**src/design/nq_pkg.sv**
```systemverilog
`timescale 1ns / 1ps
`default_nettype none

package nq_pkg;

  // Field widths and the largest board the output fields can describe.
  localparam int ROW_W     = 4;
  localparam int BSZ_W     = 5;
  localparam int SIZE_CAP  = 16;
  localparam logic [BSZ_W-1:0] BSZ_RESET = 5'd8;

  // One bit per row of the board.
  typedef logic [SIZE_CAP-1:0] nq_rows_t;

  // Attack masks seen by one column, already shifted to that column.
  typedef struct packed {
    nq_rows_t row;
    nq_rows_t down;
    nq_rows_t up;
  } nq_masks_t;

  // Outcome of one evaluation step of the active cell.
  typedef struct packed {
    logic place;
    logic fail;
  } nq_stat_t;

  // Controller states.
  typedef enum logic [2:0] {
    ST_IDLE   = 3'b001,
    ST_SEARCH = 3'b010,
    ST_EMIT   = 3'b100
  } nq_state_t;

endpackage

`default_nettype wire

```
**src/design/nq_cell.sv**
```systemverilog
`timescale 1ns / 1ps
`default_nettype none

module nq_cell (
  input  wire logic              clk,
  input  wire logic              load_zero,
  input  wire logic              load_left,
  input  wire nq_pkg::nq_masks_t left_masks,
  input  wire logic              active,
  input  wire nq_pkg::nq_rows_t  size_mask,
  output nq_pkg::nq_stat_t       stat,
  output logic [3:0]             qrow,
  output nq_pkg::nq_masks_t      right_masks
);
  import nq_pkg::*;

  nq_masks_t        masks;
  logic [BSZ_W-1:0] next_try;
  nq_rows_t         ge_mask;
  nq_rows_t         free_rows;
  nq_rows_t         qbit;
  logic [ROW_W-1:0] pick;
  logic             hit;

  // Rows still open in this column at or above the next row to try.
  always_comb begin
    ge_mask   = {SIZE_CAP{1'b1}} << next_try;
    free_rows = ~(masks.row | masks.down | masks.up) & size_mask & ge_mask;
    hit       = |free_rows;
    pick      = '0;
    for (int i = SIZE_CAP - 1; i >= 0; i--) begin
      if (free_rows[i]) begin
        pick = ROW_W'(i);
      end
    end
  end

  assign stat.place = active & hit;
  assign stat.fail  = active & ~hit;

  // Masks for the next column, taken in the cycle this cell places its queen.
  // The diagonals move one row per column.
  always_comb begin
    qbit             = nq_rows_t'(1) << pick;
    right_masks.row  = masks.row | qbit;
    right_masks.down = (masks.down | qbit) << 1;
    right_masks.up   = (masks.up | qbit) >> 1;
  end

  // A fresh load restarts at row zero; a placement resumes above its row on backtrack.
  always_ff @(posedge clk) begin
    if (load_zero) begin
      masks    <= '0;
      next_try <= '0;
    end else if (load_left) begin
      masks    <= left_masks;
      next_try <= '0;
    end else if (active && hit) begin
      qrow     <= pick;
      next_try <= BSZ_W'(pick) + BSZ_W'(1);
    end
  end

endmodule

`default_nettype wire

```
**src/design/nq_ctrl.sv**
```systemverilog
`timescale 1ns / 1ps
`default_nettype none

module nq_ctrl #(
  parameter int NCELL = 16,
  parameter int PW    = 4
) (
  input  wire logic             clk,
  input  wire logic             rst,
  input  wire logic             start,
  input  wire logic [4:0]       start_column,
  input  wire logic             cfg_we,
  input  wire logic [4:0]       cfg_wdata,
  input  wire nq_pkg::nq_stat_t sel_stat,
  input  wire logic [3:0]       sel_row,
  output logic                  busy,
  output logic                  searching,
  output logic                  load_start,
  output logic [PW-1:0]         ptr,
  output logic [4:0]            eff_size,
  output logic                  strobe,
  output logic [3:0]            column,
  output logic [3:0]            row,
  output logic                  found,
  output logic                  has_placement,
  output logic                  last
);
  import nq_pkg::*;

  nq_state_t        state;
  logic [BSZ_W-1:0] board_size;
  logic [PW-1:0]    start_col;
  logic             at_last;
  logic             start_ok;

  // Board size register; eff_size caps its value at the number of cells.
  always_ff @(posedge clk) begin
    if (rst) begin
      board_size <= BSZ_RESET;
    end else if (cfg_we) begin
      board_size <= cfg_wdata;
    end
  end

  assign eff_size   = (board_size > BSZ_W'(NCELL)) ? BSZ_W'(NCELL) : board_size;
  assign start_ok   = start_column < eff_size;
  assign busy       = (state != ST_IDLE);
  assign searching  = (state == ST_SEARCH);
  assign load_start = (state == ST_IDLE) && start && start_ok;
  assign at_last    = (BSZ_W'(ptr) + BSZ_W'(1)) == eff_size;

  // Result strobe: high for one cycle with each word the sequencer puts out.
  always_ff @(posedge clk) begin
    if (rst) begin
      strobe <= 1'b0;
    end else begin
      strobe <= ((state == ST_IDLE) && start && !start_ok) ||
                ((state == ST_SEARCH) && sel_stat.fail && (ptr == start_col)) ||
                (state == ST_EMIT);
    end
  end

  // Search sequencer: one place or backtrack step per cycle, then one result per cycle.
  always_ff @(posedge clk) begin
    if (rst) begin
      state  <= ST_IDLE;
      ptr    <= '0;
    end else begin
      unique case (state)
        ST_IDLE: begin
          if (start) begin
            if (start_ok) begin
              state     <= ST_SEARCH;
              ptr       <= start_column[PW-1:0];
              start_col <= start_column[PW-1:0];
            end else begin
              column        <= '0;
              row           <= '0;
              found         <= 1'b1;
              has_placement <= 1'b0;
              last          <= 1'b1;
            end
          end
        end
        ST_SEARCH: begin
          if (sel_stat.place) begin
            if (at_last) begin
              state <= ST_EMIT;
              ptr   <= start_col;
            end else begin
              ptr <= ptr + PW'(1);
            end
          end else if (sel_stat.fail) begin
            if (ptr == start_col) begin
              state         <= ST_IDLE;
              column        <= '0;
              row           <= '0;
              found         <= 1'b0;
              has_placement <= 1'b0;
              last          <= 1'b1;
            end else begin
              ptr <= ptr - PW'(1);
            end
          end
        end
        ST_EMIT: begin
          column        <= ROW_W'(ptr);
          row           <= sel_row;
          found         <= 1'b1;
          has_placement <= 1'b1;
          last          <= at_last;
          if (at_last) begin
            state <= ST_IDLE;
          end else begin
            ptr <= ptr + PW'(1);
          end
        end
        default: begin
          state <= ST_IDLE;
        end
      endcase
    end
  end

endmodule

`default_nettype wire

```
**src/design/n_queens_backtrack_solver_top.sv**
```systemverilog
`timescale 1ns / 1ps
`default_nettype none

// Channel   Handshake                 Word
// request   start, busy               start_column
// config    cfg_we                    cfg_wdata (board size)
// result    strobe                    column, row, found, has_placement, last
//
// A request is taken when start is high and busy is low. The search goes step
// by step, a step being one placement or one backtrack, decided by the
// free-row check of the single active column cell. A solved board then shows
// one word per placed column, one word per cycle; a board with no solution
// shows a single word, and so does a start column past the board, with busy
// staying low. A new request can be taken while the last word is shown.
// rst is synchronous and clears the sequencer and the board size (to 8); the
// column cells need no clearing. The receiver cannot stall results.

module n_queens_backtrack_solver_top #(
  parameter int MAX_N = 16
) (
  input  wire logic       clk,
  input  wire logic       rst,
  input  wire logic       start,
  output logic            busy,
  input  wire logic [4:0] start_column,
  input  wire logic       cfg_we,
  input  wire logic [4:0] cfg_wdata,
  output logic            strobe,
  output logic [3:0]      column,
  output logic [3:0]      row,
  output logic            found,
  output logic            has_placement,
  output logic            last
);
  import nq_pkg::*;

  localparam int NCELL = (MAX_N < SIZE_CAP) ? MAX_N : SIZE_CAP;
  localparam int PW    = $clog2(NCELL);

  logic             searching;
  logic             load_start;
  logic [PW-1:0]    ptr;
  logic [BSZ_W-1:0] eff_size;
  nq_rows_t         size_mask;
  nq_stat_t         sel_stat;
  logic [3:0]       sel_row;
  logic [NCELL-1:0] active;
  nq_stat_t         stat [NCELL];
  logic [3:0]       qrow [NCELL];
  nq_masks_t        masks_out [NCELL];

  // Rows that lie on the board.
  always_comb begin
    for (int i = 0; i < SIZE_CAP; i++) begin
      size_mask[i] = BSZ_W'(i) < eff_size;
    end
  end

  // Chain of column cells; each passes its attack masks to the right.
  for (genvar c = 0; c < NCELL; c++) begin : g_cell
    logic      load_zero;
    logic      load_left;
    nq_masks_t left_masks;

    assign active[c]  = searching && (ptr == PW'(c));
    assign load_zero  = load_start && (start_column == BSZ_W'(c));
    if (c == 0) begin : g_first
      assign load_left  = 1'b0;
      assign left_masks = '0;
    end else begin : g_rest
      assign load_left  = stat[c-1].place;
      assign left_masks = masks_out[c-1];
    end

    nq_cell u_cell (
      .clk         (clk),
      .load_zero   (load_zero),
      .load_left   (load_left),
      .left_masks  (left_masks),
      .active      (active[c]),
      .size_mask   (size_mask),
      .stat        (stat[c]),
      .qrow        (qrow[c]),
      .right_masks (masks_out[c])
    );
  end

  // Only the active cell reports, so the outcomes can be merged by OR.
  always_comb begin
    sel_stat = '0;
    for (int i = 0; i < NCELL; i++) begin
      sel_stat = sel_stat | stat[i];
    end
  end

  assign sel_row = qrow[ptr];

  nq_ctrl #(
    .NCELL (NCELL),
    .PW    (PW)
  ) u_ctrl (
    .clk           (clk),
    .rst           (rst),
    .start         (start),
    .start_column  (start_column),
    .cfg_we        (cfg_we),
    .cfg_wdata     (cfg_wdata),
    .sel_stat      (sel_stat),
    .sel_row       (sel_row),
    .busy          (busy),
    .searching     (searching),
    .load_start    (load_start),
    .ptr           (ptr),
    .eff_size      (eff_size),
    .strobe        (strobe),
    .column        (column),
    .row           (row),
    .found         (found),
    .has_placement (has_placement),
    .last          (last)
  );

  // At most one column cell evaluates at a time.
  a_one_active: assert property (@(posedge clk) disable iff (rst) $onehot0(active))
    else $error("more than one column cell active");

  // A result with a queen always belongs to a found solution.
  a_place_found: assert property (@(posedge clk) disable iff (rst)
    strobe && has_placement |-> found)
    else $error("placement reported without a solution");

  // A result without a queen is the only result of its request.
  a_empty_last: assert property (@(posedge clk) disable iff (rst)
    strobe && !has_placement |-> last)
    else $error("empty result not marked last");

  // The final result of a request leaves the block free for the next request.
  a_last_idle: assert property (@(posedge clk) disable iff (rst)
    strobe && last |-> !busy)
    else $error("block still busy after final result");

endmodule

`default_nettype wire

```
**config.mk**
```make
export PLATFORM = sky130hd
export DESIGN_NAME = n_queens_backtrack_solver_top
export DESIGN_NICKNAME = d
export VERILOG_FILES = /design/src/design/nq_pkg.sv /design/src/design/nq_cell.sv /design/src/design/nq_ctrl.sv /design/src/design/n_queens_backtrack_solver_top.sv
export SDC_FILE = /design/constraint.sdc
export NUM_CORES = 2
export LEC_CHECK = 0
export BUFFER_PORTS_ARGS = -buffer_cell sky130_fd_sc_hd__buf_2
export CAP_MARGIN = 20
export CORE_UTILIZATION = 36
export DETAILED_ROUTE_END_ITERATION = 10
export PLACE_DENSITY = 0.49
export SYNTH_ARGS = -nofsm -noshare
export SYNTH_HDL_FRONTEND = slang
export SYNTH_HIERARCHICAL = 1
export SYNTH_SLANG_ARGS = --single-unit
export TNS_END_PERCENT = 30
```
**constraint.sdc**
```tcl
create_clock -name clk -period 6.9 [get_ports clk]
set_input_delay 2.07 -clock clk [delete_from_list [all_inputs] [get_ports clk]]
set_output_delay 2.07 -clock clk [all_outputs]
set_load 0.02 [all_outputs]
```
### After elaboration in Yosys (flattened, before gate mapping)

Index checks and enable logic that the tools add are counted.

* register bits after elaboration: 862
* latch bits: 0
* bits in writable memories: 0
* ROM bits: 0
* bits of input ports: 14
* output and inout port bits: 13
* logic and storage cells: 824
* memories kept: 0

* $add $sub $neg: 19
* $mul: 0
* divide/modulo/power cells: 0
* order comparisons: 19
* equality and inequality tests: 48
* shifts and indexed selects: 31
* multiplexer cells: 296
* bitwise gates (word level): 214
* reductions and logical operators: 110

Operators by type and width (number)
* 4-bit two-way mux: 270
* 16-bit bitwise AND: 31
* 16-bit bitwise OR: 29
* 16-bit OR reduction: 16
* 16-bit by 5-bit << shifter with 16-bit output, first input constant: 16
* 16-bit NOT: 15
* 16-bit by 15-bit bitwise OR with 16-bit output: 15
* 1-bit by 4-bit << shifter with 16-bit output, first input constant: 15
* 15-bit by 16-bit bitwise OR with 16-bit output: 14
* 15-bit bitwise OR: 14
* 4-bit by 1-bit adder with 5-bit output, second input constant: 17
* 1-bit logical AND: 53
* 1-bit NOT: 48
* 3-bit AND reduction: 15
* 5-bit by 4-bit == test with 1-bit output, second input constant: 8
* 4-bit by 5-bit < comparator with 1-bit output, first input constant: 8
* 4-bit case mux with 3 select lines: 3
* 1-bit bitwise AND: 32
* 4-bit == test, second input constant: 8
* 2-bit bitwise OR: 15
* 2-bit OR reduction: 15
* 3-bit two-way mux: 7
* 5-bit by 3-bit == test with 1-bit output, second input constant: 4
* 3-bit by 5-bit < comparator with 1-bit output, first input constant: 4
* 37 further kinds: 65

### Logic depth before layout (Yosys ltp)

* depth after elaboration: 27
* depth in mapped cells: 26
* depth with buffers taken out: 24

### By module

The synthesis kept the hierarchy.

Modules (own cells, without submodules)
* nq_cell: instances 16, cells an instance 359, area each 3155.5 um2, sequential area each 1181.1 um2
* nq_ctrl: instances 1, cells an instance 180, area each 1759.2 um2, sequential area each 710.7 um2
* n_queens_backtrack_solver_top: instances 1, cells an instance 121, area each 965.9 um2, sequential area each 0.0 um2

### Worst setup path before layout

Ideal clock, no wire load.

* path type: flip-flop to flip-flop
* start point: register u_ctrl.board_size[4]
* end point: register u_ctrl.column[0], enable pin
* library setup time: 441 ps
* arrival time: 5683 ps
* data required time: 6459 ps
* slack: 776 ps
* stages on the path, launching flop included: 15
* clock period less this slack: 6124 ps
* path through: dfxtp_1 clkbuf_1 or3_1 or3_1 a21oi_1 o22ai_1 nor2_1 a21boi_4 nor4_1 nand4_1 clkbuf_1 nor3_1 a21oi_1 o21a_1 a2111oi_0

RTL lines
* start, declared: line nq_ctrl.sv:31 `logic [BSZ_W-1:0] board_size;`
* start signal, assigned: line nq_ctrl.sv:41 `board_size <= cfg_wdata;`
* end signal, assigned: line nq_ctrl.sv:107 `column <= ROW_W'(ptr);`
* end, declared: line nq_ctrl.sv:22 `output logic [3:0] column,`

### Worst setup path in the final report

* start point: register u_ctrl.board_size[4]
* end point: register g_cell[0].u_cell.next_try[2]

RTL lines
* 5-bit > comparator *: line nq_ctrl.sv:45 `assign eff_size = (board_size > BSZ_W'(NCELL)) ? BSZ_W'(NCELL) : board_size;`
* 5-bit two-way mux *: line nq_ctrl.sv:45
* net eff_size[0]: line n_queens_backtrack_solver_top.sv:43 `logic [BSZ_W-1:0] eff_size;`
* 2-bit by 5-bit < comparator with 1-bit output *: line n_queens_backtrack_solver_top.sv:55 `size_mask[i] = BSZ_W'(i) < eff_size;`
* net size_mask[2]: line n_queens_backtrack_solver_top.sv:44 `nq_rows_t size_mask;`
* 16-bit bitwise AND *: line nq_cell.sv:28 `free_rows = ~(masks.row | masks.down | masks.up) & size_mask & ge_mask;`
* 4-bit two-way mux (3 in series): line nq_cell.sv:32 `if (free_rows[i]) begin`
* 4-bit by 1-bit adder with 5-bit output: line nq_cell.sv:60 `next_try <= BSZ_W'(pick) + BSZ_W'(1);`
* end signal, assigned: line nq_cell.sv:60
* end, declared: line nq_cell.sv:18 `logic [BSZ_W-1:0] next_try;`

The timed path passes the listed nets; every way through them passes the cells marked *.
A chain may end at the register's enable or synchronous reset.

==> key figures <==
Clock tree
  – Htree depth: 3
  – Skew-Pair Late Insertion Delay: about 740 ps
  – CTS sink count: 940
  – CTS Buffer Depth: 3
  – Hold_buf cts: 0
  – CTS tree: done
  – Clk root buf: clkbuf_16
  – Clock slew at reported path FFs: approximately 60 ps
  – Num CTS Buffers: around 110

Timing
  – Final setup margin: 222 ps
  – Least-Margin Pin Slew: between 1000 and 1500 ps
  – Period utilisation layout: between 90% and 100%
  – RSZ-0062 raised after global routing: no
  – Slew headroom: 26.3%
  – Finish-stage setup viols: 0
  – Fin crit period: about 6700 ps
  – Setup TNS: 0 ps
  – Final hold viol count: 0
  – Worst Skew: about 29 ps
  – Fmax: approximately 150 MHz
  – Final slew viol count: 0
  – Hold Slack: roughly 490 ps

Floorplanning
  – Core ar.: between 0.1 and 0.15 mm²
  – DIE HEIGHT: about 380 µm
  – Die X: ~380 µm
  – Starting Density: roughly 36%
  – # IOs: 27
  – Row count: 140
  – Die outline area: approximately 0.15 mm²

Detailed routing
  – Antenna-violating nets left: 0
  – DRT iter0 DRCs: 3,660
  – DR vias/cell: 5.50
  – WL per Instance: around 25 µm
  – DRC errors left: 0
  – Via count: ~43k
  – Wirelength, routed: around 200 mm
  – DR pass1 iterations: 8

Min path
  – Hold Crit Start: g_cell[0].u_cell/masks[31]$_SDFFE_PP0P_
  – Worst hold path type: flop to flop

Power and ir drop
  – Comb power frac: 30.8%
  – Int Pwr: around 15 mW
  – VDD IR-drop max: roughly 0.00025 V
  – PwrDens: 419 mW/mm²
  – Sw Share: 40.3%
  – Clock power frac: between 20% and 30%
  – Net load switching power: 9.80 mW
  – Leak: 21.8 nW
  – Reg power frac: 45.2%

Finish
  – Most frequent cells in the layout: 1,038 x nor2_1, 859 x dfxtp_1, 806 x mux2i_1
  – Commonest non-fill, non-tap cell in the layout: nor2_1
  – Layout cells sized above 1: 9.08%
  – Final #Nets: about 6.0k
  – Fin cells: 7,908
  – Area delta synth->final: 10.0%

Logic synthesis
  – Syn Std Cell Area: roughly 0.053 mm²
  – Post-synthesis average cell area: 8.83 µm²
  – Post-synthesis instance total: around 6k
  – YS warnings: 6

Place
  – GP Congestion: approximately 0.93
  – Total placed cells including tap cells: around 7.7k
  – Final HPWL DP: about 150 mm
  – DP Worst Slack: approximately 22 ps
  – PortBufs: 26

GRT
  – Vias in the first global route: between 40k and 50k
  – GRT Overall Usage: 26.0%
  – Largest net degree at the start of global routing: 59
  – First-pass GRT wire length: about 290 mm
  – Initial antenna violation count: 16
  – Grt total ovfl: 0

Critical path
  – Crit path from: u_ctrl/board_size[4]$_SDFFE_PP0P_
  – Delay-heaviest family, CP: simple AND/OR/NAND/NOR gates
  – CP max-delay cell: or4b_2
  – CP endpoint kind: flop
  – Worst Path Arrival: just over 7000 ps
  – Crit path largest cell delay: ~820 ps
  – RR Startpoint: u_ctrl/board_size[4]$_SDFFE_PP0P_
  – CP dominant cell by count: buf_4
  – Critical path required time: roughly 7500 ps
  – Crit path cell chain: buf_4 -> nor2b_1 -> a21oi_1 -> nand2_1 -> buf_4 -> nor4b_1 -> a22oi_1 -> o22ai_1 -> nor2_1 -> and3_1 -> nor4_1 -> buf_4 -> nand4_1 -> nor4b_1 -> o21bai_1 -> o221ai_2 -> nor2_1 -> or4b_2 -> nor3_2 -> buf_6 -> a2111oi_2
  – Worst setup path category: flop to flop
  – Crit path max fanout: 52
  – Startpoint types: flop
  – WP buf/inv: 4

Flow run
  – Max Cap Viol: 0

Status
  – Status: complete, no violations
## final timing paths
check                                                    to  slack [ps]  cells after the start
hold reg to reg     g_cell[0].u_cell/masks[31]$_SDFFE_PP0P_         490                      2
hold / removal      g_cell[0].u_cell/masks[31]$_SDFFE_PP0P_         490                      2
setup / recovery  g_cell[0].u_cell/next_try[2]$_SDFFE_PP0P_         220                     21
setup reg to reg  g_cell[0].u_cell/next_try[2]$_SDFFE_PP0P_         220                     21
## routing by layer
| layer | share of wire (%) | wire, µm | global-route usage [%] |
|---|---|---|---|
| met1 | 44 | 87100 | 34.2 |
| met2 | 47 | 91700 | 43.3 |
| met3 | 5.0 | 9780 | 3.58 |
| met4 | 3.8 | 7430 | 8.99 |
| met5 | 0.033 | 64 | 0 |
## power by group through the flow
stage	combinational (mW)	clock [mW]	sequential, mW
after floorplan	6.02	0	9.11
after global placement	7.35	0	11.1
after detailed placement	7.42	0	11.0
after CTS	7.46	5.96	11.0
after global routing	8.29	6.16	11.2
final	7.50	5.82	11.0
## metrics by stage
step	area (µm²)	utilization, %	total power, mW
CTS	58000	39.8	24.4
finish	58100	39.9	24.3
global placement	54400	37.4	18.4
detailed placement	54400	37.4	18.5
global route	58100	39.9	25.7
floorplan	53000	-	15.1
## tightest hold or removal path, delay by kind of cell, from the launching register on
family,cells,cell delay (ps)
muxes,1,60
and+or+nand+nor,1,70
DFF,1,320
## registers in the layout (all words and copies together) (netlist names)
register and cells:
g_cell.u_cell/masks 768, g_cell.u_cell/next_try 80, g_cell.u_cell/qrow 64, u_ctrl/board_size 5, u_ctrl/column 4, u_ctrl/found 1
u_ctrl/has_placement 1, u_ctrl/last 1, u_ctrl/ptr 4, u_ctrl/row 4, u_ctrl/start_col 4, u_ctrl/state 3
u_ctrl/strobe 1
## timing repair
item                                    CTS  global route
resized for setup                         0            14
endpoints found under the setup margin    0           401
setup buffers                             0             2
## area by class of cell
type / count / area [µm²]
multi-input cells: 4638 / 31200
clock buffers: 169 / 3240
clock inverters: 29 / 318
diodes: 3 / 7.51
fillers: 14800 / 87500
repair buffers: 116 / 846
well taps: 1917 / 2400
inverters: 96 / 445
flip-flops and latches: 940 / 19600
(Power assumes the default switching activity.)
